--- src/tps_pkg.sv ---
package tps_pkg;

  typedef enum logic [1:0] {
    ModeTick = 2'd0,
    ModeLoad = 2'd1,
    ModePlay = 2'd2,
    ModeStop = 2'd3
  } mode_e;

  localparam int unsigned StepFieldW = 4;
  localparam int unsigned RemainFieldW = 5;
  localparam int unsigned SlotFieldW = 4;
  localparam int unsigned LenFieldW = 5;

endpackage

--- src/tps_table.sv ---
module tps_table #(
  parameter int unsigned IDX_W = 4,
  parameter int unsigned DUR_W = 16,
  parameter int unsigned OUT_W = 8
) (
  input  logic             clk_i,
  input  logic             rst_ni,
  input  logic             we_i,
  input  logic [IDX_W-1:0] waddr_i,
  input  logic [DUR_W-1:0] wdur_i,
  input  logic [OUT_W-1:0] wout_i,
  input  logic [IDX_W-1:0] raddr_cur_i,
  input  logic [IDX_W-1:0] raddr_nxt_i,
  output logic [DUR_W-1:0] cur_dur_o,
  output logic [OUT_W-1:0] nxt_out_o,
  output logic [OUT_W-1:0] first_out_o
);

  localparam int unsigned Depth = 2 ** IDX_W;

  logic [DUR_W-1:0] dur_mem [Depth];
  logic [OUT_W-1:0] out_mem [Depth];

  logic [DUR_W-1:0] cur_dur_q;
  logic [OUT_W-1:0] nxt_out_q;
  logic [OUT_W-1:0] first_out_q;
  logic [DUR_W-1:0] wdur_q;
  logic [OUT_W-1:0] wout_q;
  logic             fwd_cur_q, fwd_nxt_q, fwd_first_q;
  logic             fwd_cur_d, fwd_nxt_d, fwd_first_d;

  always_ff @(posedge clk_i) begin
    if (we_i) begin
      dur_mem[waddr_i] <= wdur_i;
      out_mem[waddr_i] <= wout_i;
    end
    cur_dur_q   <= dur_mem[raddr_cur_i];
    nxt_out_q   <= out_mem[raddr_nxt_i];
    first_out_q <= out_mem['0];
    wdur_q      <= wdur_i;
    wout_q      <= wout_i;
  end

  // forward a write that lands on an entry read in the same cycle
  always_comb begin
    fwd_cur_d   = we_i && (waddr_i == raddr_cur_i);
    fwd_nxt_d   = we_i && (waddr_i == raddr_nxt_i);
    fwd_first_d = we_i && (waddr_i == '0);
  end

  always_ff @(posedge clk_i or negedge rst_ni) begin
    if (!rst_ni) begin
      fwd_cur_q   <= 1'b0;
      fwd_nxt_q   <= 1'b0;
      fwd_first_q <= 1'b0;
    end else begin
      fwd_cur_q   <= fwd_cur_d;
      fwd_nxt_q   <= fwd_nxt_d;
      fwd_first_q <= fwd_first_d;
    end
  end

  assign cur_dur_o   = fwd_cur_q ? wdur_q : cur_dur_q;
  assign nxt_out_o   = fwd_nxt_q ? wout_q : nxt_out_q;
  assign first_out_o = fwd_first_q ? wout_q : first_out_q;

endmodule

--- src/timed_pattern_sequencer.sv ---
// The result is registered and valid in the cycle after the input transfer; one result per input item.
// Throughput: one item per cycle; a new item enters in the cycle the previous result
// transfers, and a stalled result holds the input.
// The step table is read ahead at the next-state position, so each item
// sees current table data; a load is forwarded to a read of the same entry.
// Reset: asynchronous active low; idle and finished, drive off, step table unset.
module timed_pattern_sequencer #(
  parameter int unsigned MAX_STEPS     = 16,
  parameter int unsigned DURATION_BITS = 16,
  parameter int unsigned OUTPUT_BITS   = 8
) (
  input  logic                                clk_i,
  input  logic                                rst_ni,
  input  logic                                in_valid_i,
  output logic                                in_ready_o,
  input  logic [1:0]                          mode_i,
  input  logic [tps_pkg::SlotFieldW-1:0]      step_slot_i,
  input  logic [DURATION_BITS-1:0]            step_duration_i,
  input  logic [OUTPUT_BITS-1:0]              step_output_i,
  input  logic [tps_pkg::LenFieldW-1:0]       play_length_i,
  output logic                                out_valid_o,
  input  logic                                out_ready_i,
  output logic [OUTPUT_BITS-1:0]              drive_value_o,
  output logic                                drive_active_o,
  output logic                                is_playing_o,
  output logic                                is_finished_o,
  output logic [tps_pkg::StepFieldW-1:0]      current_step_o,
  output logic [tps_pkg::RemainFieldW-1:0]    steps_remaining_o
);

  import tps_pkg::*;

  localparam int unsigned IdxW = (MAX_STEPS > 1) ? $clog2(MAX_STEPS) : 1;
  localparam int unsigned LenW = $clog2(MAX_STEPS + 1);

  mode_e mode;
  logic  in_xfer;

  logic [LenW-1:0]          len_q, len_d;
  logic [LenW-1:0]          pos_q, pos_d;
  logic [DURATION_BITS-1:0] elapsed_q, elapsed_d;
  logic                     running_q, running_d;
  logic                     done_q, done_d;
  logic [OUTPUT_BITS-1:0]   applied_q, applied_d;
  logic                     applied_flag_q, applied_flag_d;

  logic                     out_valid_q, out_valid_d;
  logic [OUTPUT_BITS-1:0]   res_value_q;
  logic                     res_active_q, res_playing_q, res_finished_q;
  logic [StepFieldW-1:0]    res_step_q, res_step_d;
  logic [RemainFieldW-1:0]  res_remain_q, res_remain_d;

  logic                     tbl_we;
  logic [IdxW-1:0]          tbl_waddr;
  logic [DURATION_BITS-1:0] cur_dur;
  logic [OUTPUT_BITS-1:0]   nxt_out;
  logic [OUTPUT_BITS-1:0]   first_out;
  logic [LenW-1:0]          pos_nxt;

  logic [DURATION_BITS-1:0] elapsed_inc;
  logic [LenW-1:0]          pos_inc;
  logic [LenW-1:0]          len_sat;
  logic [LenW-1:0]          remain;
  logic [31:0]              slot_wide;
  logic [31:0]              pos_wide;
  logic [31:0]              remain_wide;

  assign mode       = mode_e'(mode_i);
  assign in_ready_o = !out_valid_q || out_ready_i;
  assign in_xfer    = in_valid_i && in_ready_o;

  assign slot_wide = 32'(step_slot_i);
  assign tbl_waddr = slot_wide[IdxW-1:0];

  always_comb begin
    len_d          = len_q;
    pos_d          = pos_q;
    elapsed_d      = elapsed_q;
    running_d      = running_q;
    done_d         = done_q;
    applied_d      = applied_q;
    applied_flag_d = applied_flag_q;
    tbl_we         = 1'b0;
    elapsed_inc    = (elapsed_q == '1) ? elapsed_q : elapsed_q + 1'b1;
    pos_inc        = pos_q + 1'b1;
    len_sat        = (32'(play_length_i) > 32'(MAX_STEPS)) ? LenW'(MAX_STEPS)
                                                          : LenW'(play_length_i);
    if (in_xfer) begin
      unique case (mode)
        ModeTick: begin
          if (running_q) begin
            if (elapsed_inc < cur_dur) begin
              elapsed_d = elapsed_inc;
            end else if (pos_inc >= len_q) begin
              applied_d      = '0;
              applied_flag_d = 1'b0;
              len_d          = '0;
              pos_d          = '0;
              elapsed_d      = '0;
              running_d      = 1'b0;
              done_d         = 1'b1;
            end else begin
              pos_d          = pos_inc;
              elapsed_d      = '0;
              applied_d      = nxt_out;
              applied_flag_d = 1'b1;
            end
          end
        end
        ModeLoad: begin
          tbl_we = slot_wide < 32'(MAX_STEPS);
        end
        ModePlay: begin
          if (running_q) begin
            applied_d      = '0;
            applied_flag_d = 1'b0;
          end
          len_d     = '0;
          pos_d     = '0;
          elapsed_d = '0;
          running_d = 1'b0;
          done_d    = 1'b1;
          if (len_sat != '0) begin
            len_d          = len_sat;
            running_d      = 1'b1;
            done_d         = 1'b0;
            applied_d      = first_out;
            applied_flag_d = 1'b1;
          end
        end
        ModeStop: begin
          if (running_q) begin
            applied_d      = '0;
            applied_flag_d = 1'b0;
          end
          len_d     = '0;
          pos_d     = '0;
          elapsed_d = '0;
          running_d = 1'b0;
          done_d    = 1'b1;
        end
        default: begin
        end
      endcase
    end
  end

  assign pos_nxt = pos_d + 1'b1;

  tps_table #(
    .IDX_W (IdxW),
    .DUR_W (DURATION_BITS),
    .OUT_W (OUTPUT_BITS)
  ) u_table (
    .clk_i       (clk_i),
    .rst_ni      (rst_ni),
    .we_i        (tbl_we),
    .waddr_i     (tbl_waddr),
    .wdur_i      (step_duration_i),
    .wout_i      (step_output_i),
    .raddr_cur_i (pos_d[IdxW-1:0]),
    .raddr_nxt_i (pos_nxt[IdxW-1:0]),
    .cur_dur_o   (cur_dur),
    .nxt_out_o   (nxt_out),
    .first_out_o (first_out)
  );

  always_comb begin
    remain       = len_d - pos_d;
    pos_wide     = 32'(pos_d);
    remain_wide  = 32'(remain);
    res_step_d   = running_d ? pos_wide[StepFieldW-1:0] : '0;
    res_remain_d = (running_d && (len_d > pos_d)) ? remain_wide[RemainFieldW-1:0] : '0;
    if (in_xfer) begin
      out_valid_d = 1'b1;
    end else if (out_ready_i) begin
      out_valid_d = 1'b0;
    end else begin
      out_valid_d = out_valid_q;
    end
  end

  always_ff @(posedge clk_i or negedge rst_ni) begin
    if (!rst_ni) begin
      len_q          <= '0;
      pos_q          <= '0;
      elapsed_q      <= '0;
      running_q      <= 1'b0;
      done_q         <= 1'b1;
      applied_q      <= '0;
      applied_flag_q <= 1'b0;
      out_valid_q    <= 1'b0;
    end else begin
      len_q          <= len_d;
      pos_q          <= pos_d;
      elapsed_q      <= elapsed_d;
      running_q      <= running_d;
      done_q         <= done_d;
      applied_q      <= applied_d;
      applied_flag_q <= applied_flag_d;
      out_valid_q    <= out_valid_d;
    end
  end

  always_ff @(posedge clk_i) begin
    if (in_xfer) begin
      res_value_q    <= applied_d;
      res_active_q   <= applied_flag_d;
      res_playing_q  <= running_d;
      res_finished_q <= done_d;
      res_step_q     <= res_step_d;
      res_remain_q   <= res_remain_d;
    end
  end

  assign out_valid_o       = out_valid_q;
  assign drive_value_o     = res_value_q;
  assign drive_active_o    = res_active_q;
  assign is_playing_o      = res_playing_q;
  assign is_finished_o     = res_finished_q;
  assign current_step_o    = res_step_q;
  assign steps_remaining_o = res_remain_q;

`ifndef NO_ASSERTIONS
  a_drive_needs_run: assert property (@(posedge clk_i) disable iff (!rst_ni)
    applied_flag_q |-> running_q)
    else $error("drive active while not running");

  a_run_done_excl: assert property (@(posedge clk_i) disable iff (!rst_ni)
    running_q != done_q)
    else $error("running and finished flags disagree");

  a_pos_in_range: assert property (@(posedge clk_i) disable iff (!rst_ni)
    running_q |-> (pos_q < len_q))
    else $error("step position beyond pattern length");

  a_stop_finishes: assert property (@(posedge clk_i) disable iff (!rst_ni)
    (in_xfer && (mode == ModeStop)) |=> (res_finished_q && !res_playing_q && !res_active_q))
    else $error("stop transfer did not finish the pattern");
`endif

endmodule
--- config.mk ---
export PLATFORM = sky130hd
export DESIGN_NAME = timed_pattern_sequencer
export DESIGN_NICKNAME = d
export VERILOG_FILES = /design/src/tps_pkg.sv /design/src/tps_table.sv /design/src/timed_pattern_sequencer.sv
export SDC_FILE = /design/constraint.sdc
export NUM_CORES = 1
export LEC_CHECK = 0
export ABC_AREA = 0
export BUFFER_PORTS_ARGS = -buffer_cell sky130_fd_sc_hd__buf_2
export CORE_AREA = 3 3 264 162
export DETAILED_ROUTE_END_ITERATION = 10
export DIE_AREA = 0 0 267 165
export HOLD_SLACK_MARGIN = 0.02
export PLACE_DENSITY_LB_ADDON = 0.05
export SYNTH_ARGS = -nofsm -noshare
export SYNTH_HDL_FRONTEND = slang
export SYNTH_SLANG_ARGS = --single-unit
--- constraint.sdc ---
create_clock -name clk_i -period 18.3 [get_ports clk_i]
set_clock_uncertainty 0.2 [all_clocks]
set_input_delay 1.83 -clock clk_i [delete_from_list [all_inputs] [get_ports clk_i]]
set_output_delay 1.83 -clock clk_i [all_outputs]
set_load 0.02 [all_outputs]
# --- After elaboration in Yosys (flattened, before gate mapping) ---
# Memory sizes are Yosys's and may differ from the RTL's. A register that Yosys moved wholly into a read port is not among the register bits.
# Index checks and enable logic that the tools add are counted.
totals:
  reg_bits: 85
  ram_bits: 384
  input_bits: 39
  output_inout_bits: 22
  elab_cells: 101
  memories: 2
mem_list:
  columns: ["memory", "words", "word_bits", "read_ports", "rd_ports_with_merged_regs", "write_ports", "line_no", "text"]
  rows:
  - ["u_table.dur_mem", 16, 16, 1, 1, 1, "tps_table.sv:21", "logic [DUR_W-1:0] dur_mem [Depth];"]
  - ["u_table.out_mem", 16, 8, 2, 2, 1, "tps_table.sv:22", "logic [OUT_W-1:0] out_mem [Depth];"]
op_classes:
  add_sub_neg: 4
  magnitude_cmp: 5
  n_eq_ne: 7
  n_mux: 50
  reduce_logical: 14
op_table:
  columns: ["op", "count"]
  rows:
  - ["$mux 16", 4]
  - ["$mux 8", 8]
  - ["$mux 5", 10]
  - ["$pmux 16 s2", 1]
  - ["$pmux 8 s3", 1]
  - ["$mux 1", 21]
  - ["$add 16x1->16 const B", 1]
  - ["$eq 16x16->1 const B", 1]
  - ["$lt 16x16->1", 1]
  - ["$pmux 5 s3", 1]
  - ["$pmux 5 s2", 1]
  - ["$pmux 1 s3", 3]
  - ["$eq 4x4->1", 2]
  - ["$add 5x1->5 const B", 1]
  - ["$ge 5x5->1", 1]
  - ["$gt 5x5->1", 1]
  - ["$gt 5x5->1 const B", 1]
  - ["$logic_and 1x1->1", 5]
  - ["$lt 4x5->1 const B", 1]
  - ["$reduce_bool 5->1", 1]
  - ["$sub 5x5->5", 1]
  - ["$add 4x1->4 const B", 1]
  - ["$eq 2x2->1 const B", 2]
  - ["$logic_not 4->1", 1]
  - ["8 further kinds", 9]

# --- Longest topological paths before layout ---
depth:
  depth_word: 10
  mapped_depth: 30
  depth_no_buf: 26

# --- By module ---
# A second synthesis with hierarchy kept.
unflattened:
  hier_cells: 1126
  area_unflattened_um2: 19939.1
modules_own_cells:
  columns: ["mod", "n_inst", "cells_each", "area_each_um2", "seq_area_each_um2"]
  rows:
  - ["tps_table", 1, 724, 16160.5, 12727.2]
  - ["timed_pattern_sequencer", 1, 402, 3778.6, 1552.7]

# --- Worst setup path after synthesis ---
# No wires, ideal clock.
synth_timing:
  path_type: "reg-to-reg"
  startpoint: "register elapsed_q[0]"
  endpoint: "register u_table.nxt_out_q[2] (read register of u_table.out_mem)"
  setup_ns: 0.139
  arrival_time_ns: 5.997
  required_time_ns: 17.961
  setup_slack_ns: 11.964
  path_stages_with_launch: 28
  n_path_buf: 7
  synth_period_minus_slack_ns: 6.336
  cell_sequence: "dfrtp_1 > ha_1 > nand3_1 > or4_1 > clkbuf_1 > nand2b_1 > nor2_1 > and3_1 > clkbuf_1 > nand3_1 > nor2_1 > xor2_1 > ha_1 > nand4_1 > a31oi_1 > a211o_1 > a311oi_2 > buf_6 > nor2_2 > mux2_4 > buf_6 > buf_6 > ha_1 > clkbuf_1 > clkbuf_1 > mux4_2 > mux2i_1 > mux2i_1"
synth_via:
  elab_chain_len: 8
  word_cells_on_any_way: 9
  classes_between: "2 x add/sub; 1 x order compare; 1 x eq/ne; 5 x mux"
synth_rtl:
  columns: ["element", "line_no", "text"]
  rows:
  - ["start, declared", "timed_pattern_sequencer.sv:41", "logic [DURATION_BITS-1:0] elapsed_q, elapsed_d;"]
  - ["start signal, assigned", "timed_pattern_sequencer.sv:196", "elapsed_q <= elapsed_d;"]
  - ["$add 16x1->16 / $eq 16x16->1 (equally long branches)", "timed_pattern_sequencer.sv:84", "elapsed_inc = (elapsed_q == '1) ? elapsed_q : elapsed_q + 1'b1;"]
  - ["$mux 16 *", "timed_pattern_sequencer.sv:84", null]
  - ["$lt 16x16->1 *", "timed_pattern_sequencer.sv:92", "if (elapsed_inc < cur_dur) begin"]
  - ["$mux 5 *", "timed_pattern_sequencer.sv:92", null]
  - ["$mux 5 *", "timed_pattern_sequencer.sv:91", "if (running_q) begin"]
  - ["$pmux 5 s2 *", "timed_pattern_sequencer.sv:89", "unique case (mode)"]
  - ["$mux 5 *", "timed_pattern_sequencer.sv:88", "if (in_xfer) begin"]
  - ["via pos_d[0]", "timed_pattern_sequencer.sv:40", "logic [LenW-1:0] pos_q, pos_d;"]
  - ["$add 4x1->4 *", "timed_pattern_sequencer.sv:148", "assign pos_nxt = pos_d + 1'b1;"]
  - ["end, declared", "tps_table.sv:25", "logic [OUT_W-1:0] nxt_out_q;"]
# The timed path passes the listed nets; every way through them passes the cells marked *.
# A chain may end at the register's enable or synchronous reset.

# --- Worst setup path after layout ---
layout_timing:
  startpoint: "register elapsed_q[0]"
  endpoint: "register res_remain_q[2] (netlist: steps_remaining_o[2]) (data pin)"
layout_via:
  elab_chain_len: 9
  word_cells_on_any_way: 19
  classes_between: "2 x add/sub; 2 x order compare; 1 x eq/ne; 13 x mux; 1 x reduce/logical"
layout_rtl:
  columns: ["element", "line_no", "text"]
  rows:
  - ["$add 16x1->16 / $eq 16x16->1 (equally long branches)", "timed_pattern_sequencer.sv:84", null]
  - ["$mux 16 *", "timed_pattern_sequencer.sv:84", null]
  - ["$lt 16x16->1 *", "timed_pattern_sequencer.sv:92", null]
  - ["$mux 5", "timed_pattern_sequencer.sv:92", null]
  - ["$mux 5", "timed_pattern_sequencer.sv:91", null]
  - ["$pmux 5 s3 / $pmux 5 s2 (equally long branches)", "timed_pattern_sequencer.sv:89", null]
  - ["$mux 5", "timed_pattern_sequencer.sv:88", null]
  - ["$gt 5x5->1", "timed_pattern_sequencer.sv:173", "res_remain_d = (running_d && (len_d > pos_d)) ? remain_wide[RemainFieldW-1:0] : '0;"]
  - ["$logic_and 1x1->1", "timed_pattern_sequencer.sv:173", null]
  - ["end signal, assigned", "timed_pattern_sequencer.sv:212", "res_remain_q <= res_remain_d;"]
  - ["end, declared", "timed_pattern_sequencer.sv:51", "logic [RemainFieldW-1:0] res_remain_q, res_remain_d;"]
# Mark *: on every way between the ends. The rest lies on a longest branch, timed or not.

==> out/metrics.csv <==
stage,metric,value,unit
run_status,status,completed,
worst_setup_path,max_stage_delay,0.94,ns
routing,wl,49680,um
cts,clk_pin_slew,0.07,ns
layout,regArea,14280,um^2
logic_synthesis,synthSimpleGateAreaFrac,8.632,%
pwr,worst_ir_drop_vdd,0.00008600,V
global_route,grt_usage,23.28,%
sta,fin_crit_sh,39.53,%
floorplan,rows,57,
worst_setup_path,ff2ff_setup_slack,11.07,ns
min_path,hold_path_depth,0,
cts,cts_buffer_depth,3,
sta,tightest_slew,1.187,ns
logic_synthesis,synth_cell_type_count,76,
cts,postCtsSetupBuffers,0,
routing,drt_iter0_drc,1166,
logic_synthesis,async_flop_share,8.184,%
cts,cts_tree,done,
worst_setup_path,required,18.47,ns
logic_synthesis,yosysWarnings,0,
sta,rsz0062_at_grt,no,
cts,cts_buffers,45,
cts,insertion_delay,0.57,ns
pwr,power.total,0.002225,W
flow_run,cap_violations,0,
routing,vias,11400,
logic_synthesis,yosys.area_share.xor_xnor,1.383,%
sta,fmax,0.1382,GHz
logic_synthesis,synth-main-ff-cell,edfxtp_1,
worst_setup_path,crit_end,steps_remaining_o[2],
worst_setup_path,ff2ff_path_depth,24,
cts,postCtsResizedCells,0,
sta,hold_viol,0,
logic_synthesis,yosys.area_share.adder,1.828,%
worst_setup_path,cp.arrival,7.40,ns
sta,maxSlewViolCount,0,
global_route,grt_pass1_vias,11020,
pwr,power.switching,0.0004668,W
logic_synthesis,synth-edff-count,404,
logic_synthesis,ys_seq_elements,501,
worst_setup_path,r2r-end,steps_remaining_o[2],
layout,multi_input_comb_area,5608,um^2
worst_setup_path,cp_slowest_cell,o31ai_4,
placement,gp_congestion,0.8199,
floorplan,dieHeight,165,um
cts,cts_root_buf,clkbuf_16,
logic_synthesis,synthesis.nets,1380,
routing,postRouteAntennaNets,0,
placement,hpwlAfterDp,28130,um
layout,num-fill-cells,3281,
worst_setup_path,worst_setup_path_start_kind,register,
logic_synthesis,synth_compound_area_share,6.458,%
pwr,p_per_area,98.90,nW/um^2
sta,setup-violations-final,0,
placement,dp_slack,11.07,ns
logic_synthesis,seq_area_frac_synth,70.47,%
global_route,gr-total-overflow,0,
pwr,pwr-share-comb,3.3,%
layout,layout.nets,1443,
routing,vias_per_cell,5.867,
worst_setup_path,cp_cell_sequence,"ha_1, nand3_1, or4_1, nand2b_1, nor2_1, and3_1, nand3_1, nor2_1, xor2_1, ha_1, nand4_1, nor2_1, o2111a_1, a311oi_2, o31ai_4, inv_2, buf_4, ha_1, o21ai_0, nand2b_1, a31oi_1, o21ai_1, nand2b_1, nor4_1",
floorplan,start_util,50.20,%
worst_setup_path,path_max_fanout,50,
global_route,antenna_found_initial,2,
routing,wl_per_cell,25.57,um
floorplan,dieArea,44060,um^2
logic_synthesis,synthMuxAreaShare,8.817,%
global_route,grt_pass1_wl,74140,um
placement,place_area,21110,um^2
worst_setup_path,crit_type,reg2reg,
sta,fin_crit,7.234,ns
logic_synthesis,syn-instance-count,1312,
floorplan,pin_count,61,
pwr,seq_power_share,56.3,%
sta,finalWorstSetupSlack,11.07,ns
routing,drcViolationCount,0,
layout,fin_area,22500,um^2
cts,htreeDepth,2,
placement,io_buffer_count,60,
min_path,holdCritPathClass,reg2reg,
layout,syn2layout_area_growth,11.05,%
pwr,clkPwrFrac,40.4,%
floorplan,die_x,267,um
pwr,swShare,20.97,%
worst_setup_path,rr_startpoint,elapsed_q[0],
pwr,p_leak,7.700,nW
pwr,p_int,0.001759,W
logic_synthesis,syn-cell-area,20260,um^2
floorplan,coreArea,40370,um^2
sta,fin_tns_setup,0,ns
logic_synthesis,synth_top_family_by_area,multiplexers,
cts,cts_num_sinks,501,
logic_synthesis,syn_area_per_cell,15.45,um^2
worst_setup_path,critPathCaptureType,register,
routing,dr.pass1.iters,5,
layout,drive_above_1_share,16.16,%
sta,slew-limit-headroom,20.62,%
worst_setup_path,critPathLaunch,elapsed_q[0],
global_route,grt_max_degree,68,
cts,ctsHoldBuffers,0,
==> cells by family after synthesis <==
kind of cell    Yosys count
compound gates          166
xor+xnor                 29
fa+ha+maj                29
buf+inv                  88
flops                   501
mux                     138
simple gates            361
==> flip-flops by register name (all words and copies together) (netlist names), 5 cells and up <==
name	cells
u_table.dur_mem	256
u_table.out_mem	128
elapsed_q	16
u_table.cur_dur_q	16
u_table.wdur_q	16
applied_q	8
drive_value_o	8
u_table.first_out_q	8
u_table.nxt_out_q	8
u_table.wout_q	8
len_q	5
pos_q	5
steps_remaining_o	5
==> routing by layer <==
metal	track usage [%]	up-vias	share of wire [%]
met5	0	-	0.020
met4	5.226	2	1.8
met3	5.747	72	8.5
met2	33.10	391	42
met1	36.16	5768	48
li1	-	5166	-
==> cell usage in the layout, fill, tap and decap left out, drive strengths merged, types with 3 or more instances in the layout <==
cell type,Yosys,routed
a21oi,16,16
a22o,17,17
a31oi,20,20
a32o,31,31
a32oi,16,16
and2,4,4
and3,9,9
buf,41,82
clkbuf,25,68
clkinv,1,15
dfrtp,40,40
dfxtp,56,56
edfxtp,404,404
ha,28,28
inv,21,22
mux2i,105,105
mux4,32,32
nand2,179,179
nand2b,14,14
nand3,49,49
nand4,8,8
nor2,43,43
nor2b,5,5
nor3,37,37
nor4,3,3
o21ai,28,28
o22ai,8,8
o31ai,7,7
o41ai,3,3
xnor2,17,17
xor2,12,12
==> through the flow <==
stage	cells	hold WS [ns]	util, %
floorplan	1312	0.1427	-
global placement	1859	0.1592	52.29
detailed placement	1859	0.1515	52.29
CTS	1942	0.1752	55.74
global route	1942	0.1915	55.74
finish	1943	0.1786	55.75
==> layout make-up <==
type                       count  area share (%)
clock inverter                15          0.4393
antenna                        1         0.01112
timing repair buffer          82           2.068
multi-input combinational    723           24.92
clock buffer                  68           5.749
sequential                   501           63.46
inverter                      22          0.4003
tap                          531           2.952
==> worst max-delay path, delay by kind of cell, from the launching register on <==
| kind | cells | cell delay, ns |
|---|---|---|
| adders and majority gates | 3 | 1.00 |
| DFF | 1 | 0.42 |
| AOI/OAI and AO/OA | 6 | 1.68 |
| and+or+nand+nor | 12 | 2.51 |
| buffers and inverters | 2 | 1.00 |
| xor gates and xnor gates | 1 | 0.16 |
==> synth_stat cells (all sizes together), types with 9 or more instances <==
library cell	n	area, um^2
nor2	43	187.7
a32oi	16	140.1
a31oi	20	125.1
a32o	31	310.3
mux2i	105	1051
clkbuf	25	93.84
nand2b	14	87.58
o21ai	28	140.1
dfxtp	56	1121
dfrtp	40	1001
a21oi	16	80.08
edfxtp	404	12130
mux4	32	720.7
and3	9	56.30
nand3	49	245.2
xnor2	17	175.2
nor3	37	257.8
inv	21	81.33
ha	28	350.3
a22o	17	166.4
nand2	179	679.4
xor2	12	105.1
buf	41	305.3
==> power groups by stage <==
stage          clock network [W]   logic, W  registers (W)
2_1_floorplan                  0  0.0000319        0.00128
3_3_place_gp                   0  0.0000720        0.00128
3_5_place_dp                   0  0.0000726        0.00128
4_1_cts                 0.000919  0.0000730        0.00125
5_1_grt                 0.000971  0.0000806        0.00125
6_report                0.000900  0.0000724        0.00125
==> worst min-delay path by stage <==
stage / from / to / slack [ns]
3_5_place_dp: u_table.out_mem[0][0] / u_table.first_out_q[0] / 0.15
5_1_grt: u_table.out_mem[0][3] / u_table.first_out_q[3] / 0.19
3_3_place_gp: u_table.out_mem[0][0] / u_table.first_out_q[0] / 0.16
2_1_floorplan: u_table.out_mem[0][0] / u_table.first_out_q[0] / 0.14
4_1_cts: u_table.out_mem[0][0] / u_table.first_out_q[0] / 0.18
6_report: u_table.out_mem[0][7] / u_table.first_out_q[7] / 0.18
(Power assumes the default switching activity.)
